$ cat src/hw/rtl/scp_pkg.sv
// Shared types, constants and decode helpers for the system control coprocessor registers.
package scp_pkg;

    localparam logic       REQ_READ  = 1'b0;
    localparam logic       REQ_WRITE = 1'b1;

    localparam logic [1:0] ST_OK        = 2'd0;
    localparam logic [1:0] ST_WR_UNK    = 2'd1;
    localparam logic [1:0] ST_RD_UNK    = 2'd2;
    localparam logic [1:0] ST_FORBIDDEN = 2'd3;

    localparam int         PADDR_W      = 3;
    localparam logic [0:0] REG_VARIANT  = 1'b0;

    localparam logic [31:0] MIDR_V0      = 32'h410f_c083;
    localparam logic [31:0] MIDR_V1      = 32'h414f_c091;
    localparam logic [31:0] CTR_V0       = 32'h8204_8004;
    localparam logic [31:0] CTR_V1       = 32'h8333_8003;
    localparam logic [31:0] CCSID_L0     = 32'he007_e01a;
    localparam logic [31:0] CCSID_L1     = 32'h2007_e01a;
    localparam logic [31:0] CCSID_L2     = 32'hf000_0000;
    localparam logic [31:0] CLIDR_VAL    = 32'h0a00_0023;
    localparam logic [31:0] MPIDR_VAL    = 32'h8000_0000;
    localparam logic [10:0] CTRL_FIXED   = 11'h314;
    localparam logic [31:0] CBAR_VAL     = 32'h1f00_0000;
    localparam logic [31:0] PFR0_VAL     = 32'h0000_1131;
    localparam logic [31:0] MMFR0_VAL    = 32'h3110_0003;
    localparam logic [31:0] MMFR1_VAL    = 32'h2000_0000;
    localparam logic [31:0] MMFR3_VAL    = 32'h0000_0211;
    localparam logic [31:0] ISAR0_VAL    = 32'h0010_1111;
    localparam logic [31:0] ISAR3_VAL    = 32'h1111_2131;
    localparam logic [31:0] CSTAT_VAL    = 32'h4000_0000;
    localparam logic [31:0] TCM_RESET    = 32'h0000_0014;
    localparam logic [31:0] CTRL_BAD_MSK = 32'h6200_0002;

    typedef struct packed {
        logic        req_type;
        logic [3:0]  crn;
        logic [2:0]  op1;
        logic [3:0]  crm;
        logic [2:0]  op2;
        logic [31:0] write_data;
    } t_req;

    typedef struct packed {
        logic [31:0] read_data;
        logic [1:0]  status;
        logic        mmu_on;
        logic        high_vectors;
        logic        invalidate_mappings;
    } t_rsp;

    typedef struct packed {
        logic [9:0]  ctrl;
        logic [31:0] csel;
        logic [31:0] dtcm;
        logic [31:0] itcm;
        logic [31:0] ctx;
        logic [31:0] tid;
    } t_state;

    // supported crn 7 maintenance ops: op2 mask per crm
    function automatic logic maint_known(input logic [3:0] crm, input logic [2:0] op2);
        logic [7:0] m;
        case (crm)
            4'd0:    m = 8'h10;
            4'd5:    m = 8'hd7;
            4'd6:    m = 8'h07;
            4'd7:    m = 8'h07;
            4'd10:   m = 8'h3f;
            4'd11:   m = 8'h07;
            4'd13:   m = 8'h02;
            4'd14:   m = 8'h0f;
            4'd15:   m = 8'h07;
            default: m = 8'h00;
        endcase
        return m[op2];
    endfunction

    function automatic logic [31:0] pack_ctrl(input logic [9:0] c);
        logic [31:0] d;
        d        = '0;
        d[0]     = c[0];
        d[1]     = c[1];
        d[2]     = c[2];
        d[6:3]   = 4'hf;
        d[11]    = c[3];
        d[12]    = c[4];
        d[13]    = c[5];
        d[24:14] = CTRL_FIXED;
        d[25]    = c[6];
        d[28]    = c[7];
        d[29]    = c[8];
        d[30]    = c[9];
        return d;
    endfunction

endpackage

$ cat src/hw/rtl/scp_decode.sv
// Access decode: read mux, write decode, status and next register state.
module scp_decode (
    input  scp_pkg::t_req   i_req,
    input  scp_pkg::t_state i_state,
    input  logic            i_variant,
    output scp_pkg::t_rsp   o_rsp,
    output scp_pkg::t_state o_state
);

    logic [31:0] rd;
    logic        rd_ok;
    logic [1:0]  wr_st;
    logic        inv;
    logic [31:0] w;

    assign w = i_req.write_data;

    always_comb begin
        rd    = '0;
        rd_ok = 1'b0;
        if (i_req.crn == 4'd1) begin
            rd    = scp_pkg::pack_ctrl(i_state.ctrl);
            rd_ok = 1'b1;
        end else if (i_req.crn == 4'd7) begin
            rd    = (i_req.crm == 4'd14) ? scp_pkg::CSTAT_VAL : '0;
            rd_ok = 1'b1;
        end else if (i_req.crn == 4'd0 && i_req.crm == 4'd0 && i_req.op1 == 3'd0) begin
            case (i_req.op2)
                3'd0: begin
                    rd    = i_variant ? scp_pkg::MIDR_V1 : scp_pkg::MIDR_V0;
                    rd_ok = 1'b1;
                end
                3'd1: begin
                    rd    = i_variant ? scp_pkg::CTR_V1 : scp_pkg::CTR_V0;
                    rd_ok = 1'b1;
                end
                3'd2, 3'd3: rd_ok = 1'b1;
                3'd5: begin
                    rd    = scp_pkg::MPIDR_VAL;
                    rd_ok = 1'b1;
                end
                default: rd_ok = 1'b0;
            endcase
        end else if (i_req.crn == 4'd0 && i_req.crm == 4'd0 && i_req.op1 == 3'd1) begin
            if (i_req.op2 == 3'd0) begin
                rd_ok = 1'b1;
                if (i_state.csel == 32'd0)      rd = scp_pkg::CCSID_L0;
                else if (i_state.csel == 32'd1) rd = scp_pkg::CCSID_L1;
                else if (i_state.csel == 32'd2) rd = scp_pkg::CCSID_L2;
            end else if (i_req.op2 == 3'd1) begin
                rd    = scp_pkg::CLIDR_VAL;
                rd_ok = 1'b1;
            end
        end else if (i_req.crn == 4'd0 && i_req.crm == 4'd0 && i_req.op1 == 3'd2
                     && i_req.op2 == 3'd0) begin
            rd    = i_state.csel;
            rd_ok = 1'b1;
        end else if (i_req.crn == 4'd0 && i_req.crm == 4'd1 && i_req.op1 == 3'd0) begin
            rd_ok = 1'b1;
            case (i_req.op2)
                3'd0:    rd = scp_pkg::PFR0_VAL;
                3'd4:    rd = scp_pkg::MMFR0_VAL;
                3'd5:    rd = scp_pkg::MMFR1_VAL;
                3'd7:    rd = scp_pkg::MMFR3_VAL;
                default: rd_ok = 1'b0;
            endcase
        end else if (i_req.crn == 4'd0 && i_req.crm == 4'd2 && i_req.op1 == 3'd0) begin
            rd_ok = 1'b1;
            case (i_req.op2)
                3'd0:    rd = scp_pkg::ISAR0_VAL;
                3'd3:    rd = scp_pkg::ISAR3_VAL;
                3'd5:    rd = '0;
                default: rd_ok = 1'b0;
            endcase
        end else if (i_req.crn == 4'd9 && i_req.crm == 4'd1 && i_req.op1 == 3'd0) begin
            if (i_req.op2 == 3'd0) begin
                rd    = i_state.dtcm;
                rd_ok = 1'b1;
            end else if (i_req.op2 == 3'd1) begin
                rd    = i_state.itcm;
                rd_ok = 1'b1;
            end
        end else if (i_req.crn == 4'd13 && i_req.crm == 4'd0 && i_req.op1 == 3'd0) begin
            if (i_req.op2 == 3'd1) begin
                rd    = i_state.ctx;
                rd_ok = 1'b1;
            end else if (i_req.op2 == 3'd4) begin
                rd    = i_state.tid;
                rd_ok = 1'b1;
            end
        end else if (i_req.crn == 4'd15 && i_req.crm == 4'd0 && i_req.op1 == 3'd4
                     && i_req.op2 == 3'd0) begin
            rd    = scp_pkg::CBAR_VAL;
            rd_ok = 1'b1;
        end
    end

    always_comb begin
        o_state = i_state;
        wr_st   = scp_pkg::ST_WR_UNK;
        inv     = 1'b0;
        if (i_req.req_type == scp_pkg::REQ_WRITE) begin
            if (i_req.crn == 4'd1) begin
                o_state.ctrl = {w[30], w[29], w[28], w[25], w[13], w[12], w[11],
                                w[2], w[1], w[0]};
                wr_st = |(w & scp_pkg::CTRL_BAD_MSK) ? scp_pkg::ST_FORBIDDEN : scp_pkg::ST_OK;
            end else if (i_req.crn == 4'd7) begin
                inv   = 1'b1;
                wr_st = scp_pkg::maint_known(i_req.crm, i_req.op2) ? scp_pkg::ST_OK
                                                                   : scp_pkg::ST_WR_UNK;
            end else if (i_req.crn == 4'd8) begin
                if (i_req.crm == 4'd5 || i_req.crm == 4'd6 || i_req.crm == 4'd7) begin
                    inv   = 1'b1;
                    wr_st = scp_pkg::ST_OK;
                end
            end else if (i_req.crn == 4'd0 && i_req.crm == 4'd0 && i_req.op1 == 3'd2
                         && i_req.op2 == 3'd0) begin
                o_state.csel = w;
                wr_st        = scp_pkg::ST_OK;
            end else if (i_req.crn == 4'd9 && i_req.crm == 4'd1 && i_req.op1 == 3'd0) begin
                if (i_req.op2 == 3'd0) begin
                    o_state.dtcm = w;
                    wr_st        = scp_pkg::ST_OK;
                end else if (i_req.op2 == 3'd1) begin
                    o_state.itcm = w;
                    wr_st        = scp_pkg::ST_OK;
                end
            end else if (i_req.crn == 4'd9 && i_req.crm == 4'd2 && i_req.op1 == 3'd0
                         && i_req.op2 == 3'd0) begin
                wr_st = scp_pkg::ST_OK;
            end else if (i_req.crn == 4'd10 && i_req.crm == 4'd2 && i_req.op1 == 3'd0
                         && (i_req.op2 == 3'd0 || i_req.op2 == 3'd1)) begin
                // remap: accepted, not stored
                wr_st = scp_pkg::ST_OK;
            end else if (i_req.crn == 4'd13 && i_req.crm == 4'd0 && i_req.op1 == 3'd0) begin
                if (i_req.op2 == 3'd1) begin
                    o_state.ctx = w;
                    wr_st       = scp_pkg::ST_OK;
                end else if (i_req.op2 == 3'd4) begin
                    o_state.tid = w;
                    wr_st       = scp_pkg::ST_OK;
                end
            end
        end
    end

    always_comb begin
        if (i_req.req_type == scp_pkg::REQ_WRITE) begin
            o_rsp.read_data = '0;
            o_rsp.status    = wr_st;
        end else begin
            o_rsp.read_data = rd_ok ? rd : '0;
            o_rsp.status    = rd_ok ? scp_pkg::ST_OK : scp_pkg::ST_RD_UNK;
        end
        o_rsp.mmu_on              = o_state.ctrl[0];
        o_rsp.high_vectors        = o_state.ctrl[5];
        o_rsp.invalidate_mappings = inv;
    end

endmodule

$ cat src/hw/rtl/system_control_coprocessor_regs.sv
// Top level: system control coprocessor register block with APB configuration port.
// Pipeline: an accepted word is held in the input register, then its result and strobe are registered.
// Throughput: one word per cycle; busy is never raised, set by the single decode stage
// between the input register and the result register, which also updates the state.
// Reset (i_rst_n low, synchronous): control flags, selector, context and thread clear,
// both TCM words load 0x14, core variant clears, pending words are dropped.
module system_control_coprocessor_regs (
    input  logic                        i_clk,
    input  logic                        i_rst_n,
    input  logic                        start,
    output logic                        busy,
    input  scp_pkg::t_req               i_req,
    output logic                        o_valid,
    output scp_pkg::t_rsp               o_rsp,
    input  logic                        psel,
    input  logic                        penable,
    input  logic                        pwrite,
    input  logic [scp_pkg::PADDR_W-1:0] paddr,
    input  logic [31:0]                 pwdata,
    output logic [31:0]                 prdata,
    output logic                        pready
);

    logic            r_in_vld;
    scp_pkg::t_req   r_in_req;
    logic            r_valid;
    scp_pkg::t_rsp   r_rsp;
    scp_pkg::t_state r_state;
    logic            r_variant;

    scp_pkg::t_rsp   n_rsp;
    scp_pkg::t_state n_state;
    logic            cfg_wr;
    logic            reg_hit;

    assign busy    = 1'b0;
    assign pready  = 1'b1;
    assign reg_hit = (paddr[scp_pkg::PADDR_W-1] == scp_pkg::REG_VARIANT);
    assign cfg_wr  = psel & penable & pwrite & pready & reg_hit;
    assign prdata  = reg_hit ? {31'd0, r_variant} : 32'd0;

    scp_decode u_decode (
        .i_req     (r_in_req),
        .i_state   (r_state),
        .i_variant (r_variant),
        .o_rsp     (n_rsp),
        .o_state   (n_state)
    );

    always_ff @(posedge i_clk) begin
        if (!i_rst_n) begin
            r_in_vld <= 1'b0;
            r_valid  <= 1'b0;
            r_variant <= 1'b0;
            r_state.ctrl <= '0;
            r_state.csel <= '0;
            r_state.dtcm <= scp_pkg::TCM_RESET;
            r_state.itcm <= scp_pkg::TCM_RESET;
            r_state.ctx  <= '0;
            r_state.tid  <= '0;
        end else begin
            r_in_vld <= start & ~busy;
            r_valid  <= r_in_vld;
            if (cfg_wr) begin
                r_variant <= pwdata[0];
            end
            if (r_in_vld) begin
                r_state <= n_state;
            end
        end
    end

    always_ff @(posedge i_clk) begin
        if (start & ~busy) begin
            r_in_req <= i_req;
        end
        if (r_in_vld) begin
            r_rsp <= n_rsp;
        end
    end

    assign o_valid = r_valid;
    assign o_rsp   = r_rsp;

    a_strobe_follows: assert property (@(posedge i_clk) disable iff (!i_rst_n)
        $past(i_rst_n) |-> (r_in_vld == $past(start)))
        else $error("input stage valid does not follow start");

    a_mmu_matches: assert property (@(posedge i_clk) disable iff (!i_rst_n)
        o_valid |-> (o_rsp.mmu_on == r_state.ctrl[0] && o_rsp.high_vectors == r_state.ctrl[5]))
        else $error("reported flags differ from stored control flags");

    a_inv_on_write: assert property (@(posedge i_clk) disable iff (!i_rst_n)
        (o_valid && o_rsp.invalidate_mappings) |->
            (o_rsp.read_data == 32'd0 && o_rsp.status != scp_pkg::ST_RD_UNK))
        else $error("invalidate pulse on a read word");

    a_state_hold: assert property (@(posedge i_clk) disable iff (!i_rst_n)
        ($past(i_rst_n) && !$past(r_in_vld)) |-> $stable(r_state))
        else $error("register state changed without an access");

endmodule

$ cat config.mk
export PLATFORM = sky130hd
export DESIGN_NAME = system_control_coprocessor_regs
export DESIGN_NICKNAME = d
export VERILOG_FILES = /design/src/hw/rtl/scp_pkg.sv /design/src/hw/rtl/scp_decode.sv /design/src/hw/rtl/system_control_coprocessor_regs.sv
export SDC_FILE = /design/constraint.sdc
export NUM_CORES = 1
export LEC_CHECK = 0
export ABC_AREA = 1
export BUFFER_PORTS_ARGS = -buffer_cell sky130_fd_sc_hd__buf_4
export CAP_MARGIN = 20
export CORE_ASPECT_RATIO = 1.1
export CORE_MARGIN = 2
export CORE_UTILIZATION = 55
export DETAILED_ROUTE_END_ITERATION = 6
export GPL_TIMING_DRIVEN = 0
export PLACE_DENSITY = 0.78
export SYNTH_ARGS = -nofsm -noshare
export SYNTH_HDL_FRONTEND = slang
export SYNTH_HIERARCHICAL = 1
export SYNTH_SLANG_ARGS = --single-unit
$ cat constraint.sdc
create_clock -name i_clk -period 2.92 [get_ports i_clk]
set_clock_uncertainty 0.1 [all_clocks]
set_input_delay 0.73 -clock i_clk [delete_from_list [all_inputs] [get_ports i_clk]]
set_output_delay 0.73 -clock i_clk [all_outputs]
set_load 0.1 [all_outputs]
==> impl_metrics.env <==
export IMPL_power_density_nw_per_um2=583.8
export IMPL_path_clk_slew_ns=0.06
export IMPL_crit_buf_inv=2
export IMPL_drt_initial_drc_count=1862
export IMPL_vias=14280
export IMPL_setup_viol=0
export IMPL_critPathCaptureType="flip-flop"
export IMPL_synth_largest_area_cell="dfxtp_1"
export IMPL_final_core_utilization_pct=65.40
export IMPL_wl_mm=51.69
export IMPL_cpMaxStageDelayCell="nor2_2"
export IMPL_tightest_slew_ns=0.9027
export IMPL_cp_max_fo=10
export IMPL_fmax_mhz=346.2
export IMPL_drc=0
export IMPL_dp_hpwl_mm=38.95
export IMPL_cpMostUsedCell="nor2_1"
export IMPL_hold_buffers=0
export IMPL_relSlewSlack_pct=39.82
export IMPL_grt_overflow=0
export IMPL_avgSynthCellArea_um2=7.132
export IMPL_clkSinkCount=257
export IMPL_syn_area_um2=13840
export IMPL_finalSetupTns_ns=0
export IMPL_layout_common_cells="433 x nor2_1, 311 x nand2_1, 287 x o21ai_0, 173 x dfxtp_1, 172 x inv_1"
export IMPL_cts_tree="done"
export IMPL_numCtsBuffers=28
export IMPL_io_pins=160
export IMPL_async_flop_share_pct=0
export IMPL_core_area_um2=24620
export IMPL_peakVddDrop_uv=519.7
export IMPL_leakage_nw=6.997
export IMPL_required_ns=3.27
export IMPL_routabilityCongestion=0.9979
export IMPL_finalNetCount=2183
export IMPL_seq_area_frac_synth_pct=43.24
export IMPL_design_area_um2=16100
export IMPL_h_tree_depth=1
export IMPL_fp_dieArea_um2=26460
export IMPL_drv_cap=0
export IMPL_crit_arrival_ns=3.24
export IMPL_grt_max_degree=49
export IMPL_die_y_um=170.4
export IMPL_place_area_um2=15070
export IMPL_cts_buffer_depth=3
export IMPL_grt_pass1_wl_mm=76.27
export IMPL_hold_path_class="in2reg"
export IMPL_vias_per_cell=5.885
export IMPL_drv_slew=0
export IMPL_wl_per_cell_um=21.30
export IMPL_synth_seq_cells=257
export IMPL_path_delay_family="simple AND/OR/NAND/NOR gates"
export IMPL_final_common_cell="nor2_1"
export IMPL_grt_use_total_pct=38.24
export IMPL_slowest_delay_ns=0.45
export IMPL_fill_cells=2243
export IMPL_clk_latency_ns=0.55
export IMPL_port_buffer_count=92
export IMPL_netlist_area_leader_share_pct=25.02
export IMPL_antenna_cells=0
export IMPL_worstSetupPathType="reg2reg"
export IMPL_antenna_found_initial=0
export IMPL_synth_cells=1941
export IMPL_dominantRegCellSynth="dfxtp_1"
export IMPL_num_rows=60
export IMPL_yosysWarnings=6
export IMPL_final_hold_viol_count=0
export IMPL_area_delta_synth_final_pct=16.33
export IMPL_final_antenna_net_count=0
export IMPL_crit_chain="inv_1 -> nand2_1 -> nor2_1 -> nand2_1 -> nor2_1 -> nand3_2 -> nor2_2 -> buf_2 -> o22ai_1 -> nor2_1 -> nor2_1"
export IMPL_seqCellArea_um2=5986
export IMPL_outcome="finished, final reports clean"
export IMPL_dr_pass1_iters=6
export IMPL_synth_cell_types=44
export IMPL_fin_crit_ns=2.888
export IMPL_start_util_pct=56.22
export IMPL_drive_above_1_share_pct=13.13
export IMPL_die_x_um=155.3
export IMPL_synth_area_top_cells="dfxtp_1 25%, edfxtp_1 18%, nor2_1 12%"
export IMPL_cts_setup_buffers=0
export IMPL_synth_edf_count=84
export IMPL_worst_setup_path_start_kind="flip-flop"
export IMPL_period_share_pct=98.91
export IMPL_cts_root_buffer="clkbuf_16"
export IMPL_grt_pass1_vias=12980
export IMPL_multiInputGateArea_um2=6397
[layout make-up]
cell class                 instances  share of cell area, %
clock buffer                      35                  4.638
tap                              310                  2.409
timing repair buffer              93                  4.460
sequential                       257                  37.17
clock inverter                    17                  1.585
inverter                         182                  4.265
multi-input combinational       1380                  39.72
buffer                           153                  5.749
[state kept, by name, summed over array words and instances, names as in the netlist]
signal     count
r_in_req      47
o_valid        1
r_variant      1
r_in_vld       1
r_state      170
o_rsp         37
[power by group]
part           total [W]  internal, W  leakage [nW]  switching (W)
Sequential       0.00410      0.00392          2.22       0.000176
Clock            0.00387      0.00235         0.491        0.00152
Combinational    0.00143     0.000371          4.29        0.00106
Total            0.00940      0.00665          7.00        0.00276
[cell usage after synthesis, types with 3 or more instances]
master,count
a21oi_1,67
a221oi_1,4
a31oi_1,4
buf_2,33
buf_4,43
buf_6,17
clkbuf_1,59
dfxtp_1,173
edfxtp_1,84
inv_1,172
inv_2,7
mux2_1,5
mux2i_1,26
nand2_1,312
nand2_2,5
nand3_1,57
nand4_1,14
nor2_1,433
nor2_2,7
nor2_4,4
nor3_1,8
o211ai_1,7
o21a_1,5
o21ai_0,288
o21ai_1,22
o22ai_1,52
o31ai_1,11
or2_2,3
[worst paths after layout]
kind / depth (start not counted) / endpoint / slack, ns / from
max reg2reg: 11 / r_state[92] / 0.03 / r_in_req[39]
min reg2reg: 2 / r_state[68] / 0.38 / r_state[68]
min: 1 / r_in_req[29] / 0.25 / i_req[29]
max: 11 / r_state[92] / 0.03 / r_in_req[39]
[kinds of logic (layout without fill, tap and decap cells)]
kind of cell | count (synthesis) | count (layout) | share of synthesized area, %
other | 2 | 33 | 0.05425
AOI/OAI and AO/OA | 466 | 466 | 18.02
muxes | 31 | 31 | 2.287
and+or+nand+nor | 850 | 850 | 24.82
DFF | 257 | 257 | 43.24
buffers and inverters | 335 | 480 | 11.58
[per-stage QoR]
| step | instances | total power (W) | worst slack, ns | hold slack, ns |
|---|---|---|---|---|
| 2_1_floorplan | 1972 | 0.005115 | 0.1069 | 0.3289 |
| 3_3_place_gp | 2374 | 0.005511 | -0.09991 | 0.3479 |
| 3_5_place_dp | 2375 | 0.005550 | -0.1107 | 0.3605 |
| 4_1_cts | 2427 | 0.009376 | 0.001961 | 0.2352 |
| 5_1_grt | 2427 | 0.009661 | -0.02829 | 0.2358 |
| 6_report | 2427 | 0.009401 | 0.03179 | 0.2471 |
[layer usage]
layer  global-route usage, %  vias to the layer above  routed length (um)
li1                        -                     6624                   -
met1                   49.78                     6558               20010
met2                   61.43                      918               22910
met3                   6.239                      184                5616
met4                   20.14                        0                3151
met5                       0                        -                   0
[what timing repair did]
item / CTS / global route
gates resized for setup: 3 / 15
pin swaps: 0 / 0
endpoints found under the setup margin: 4 / 21
(Power assumes the default switching activity.)
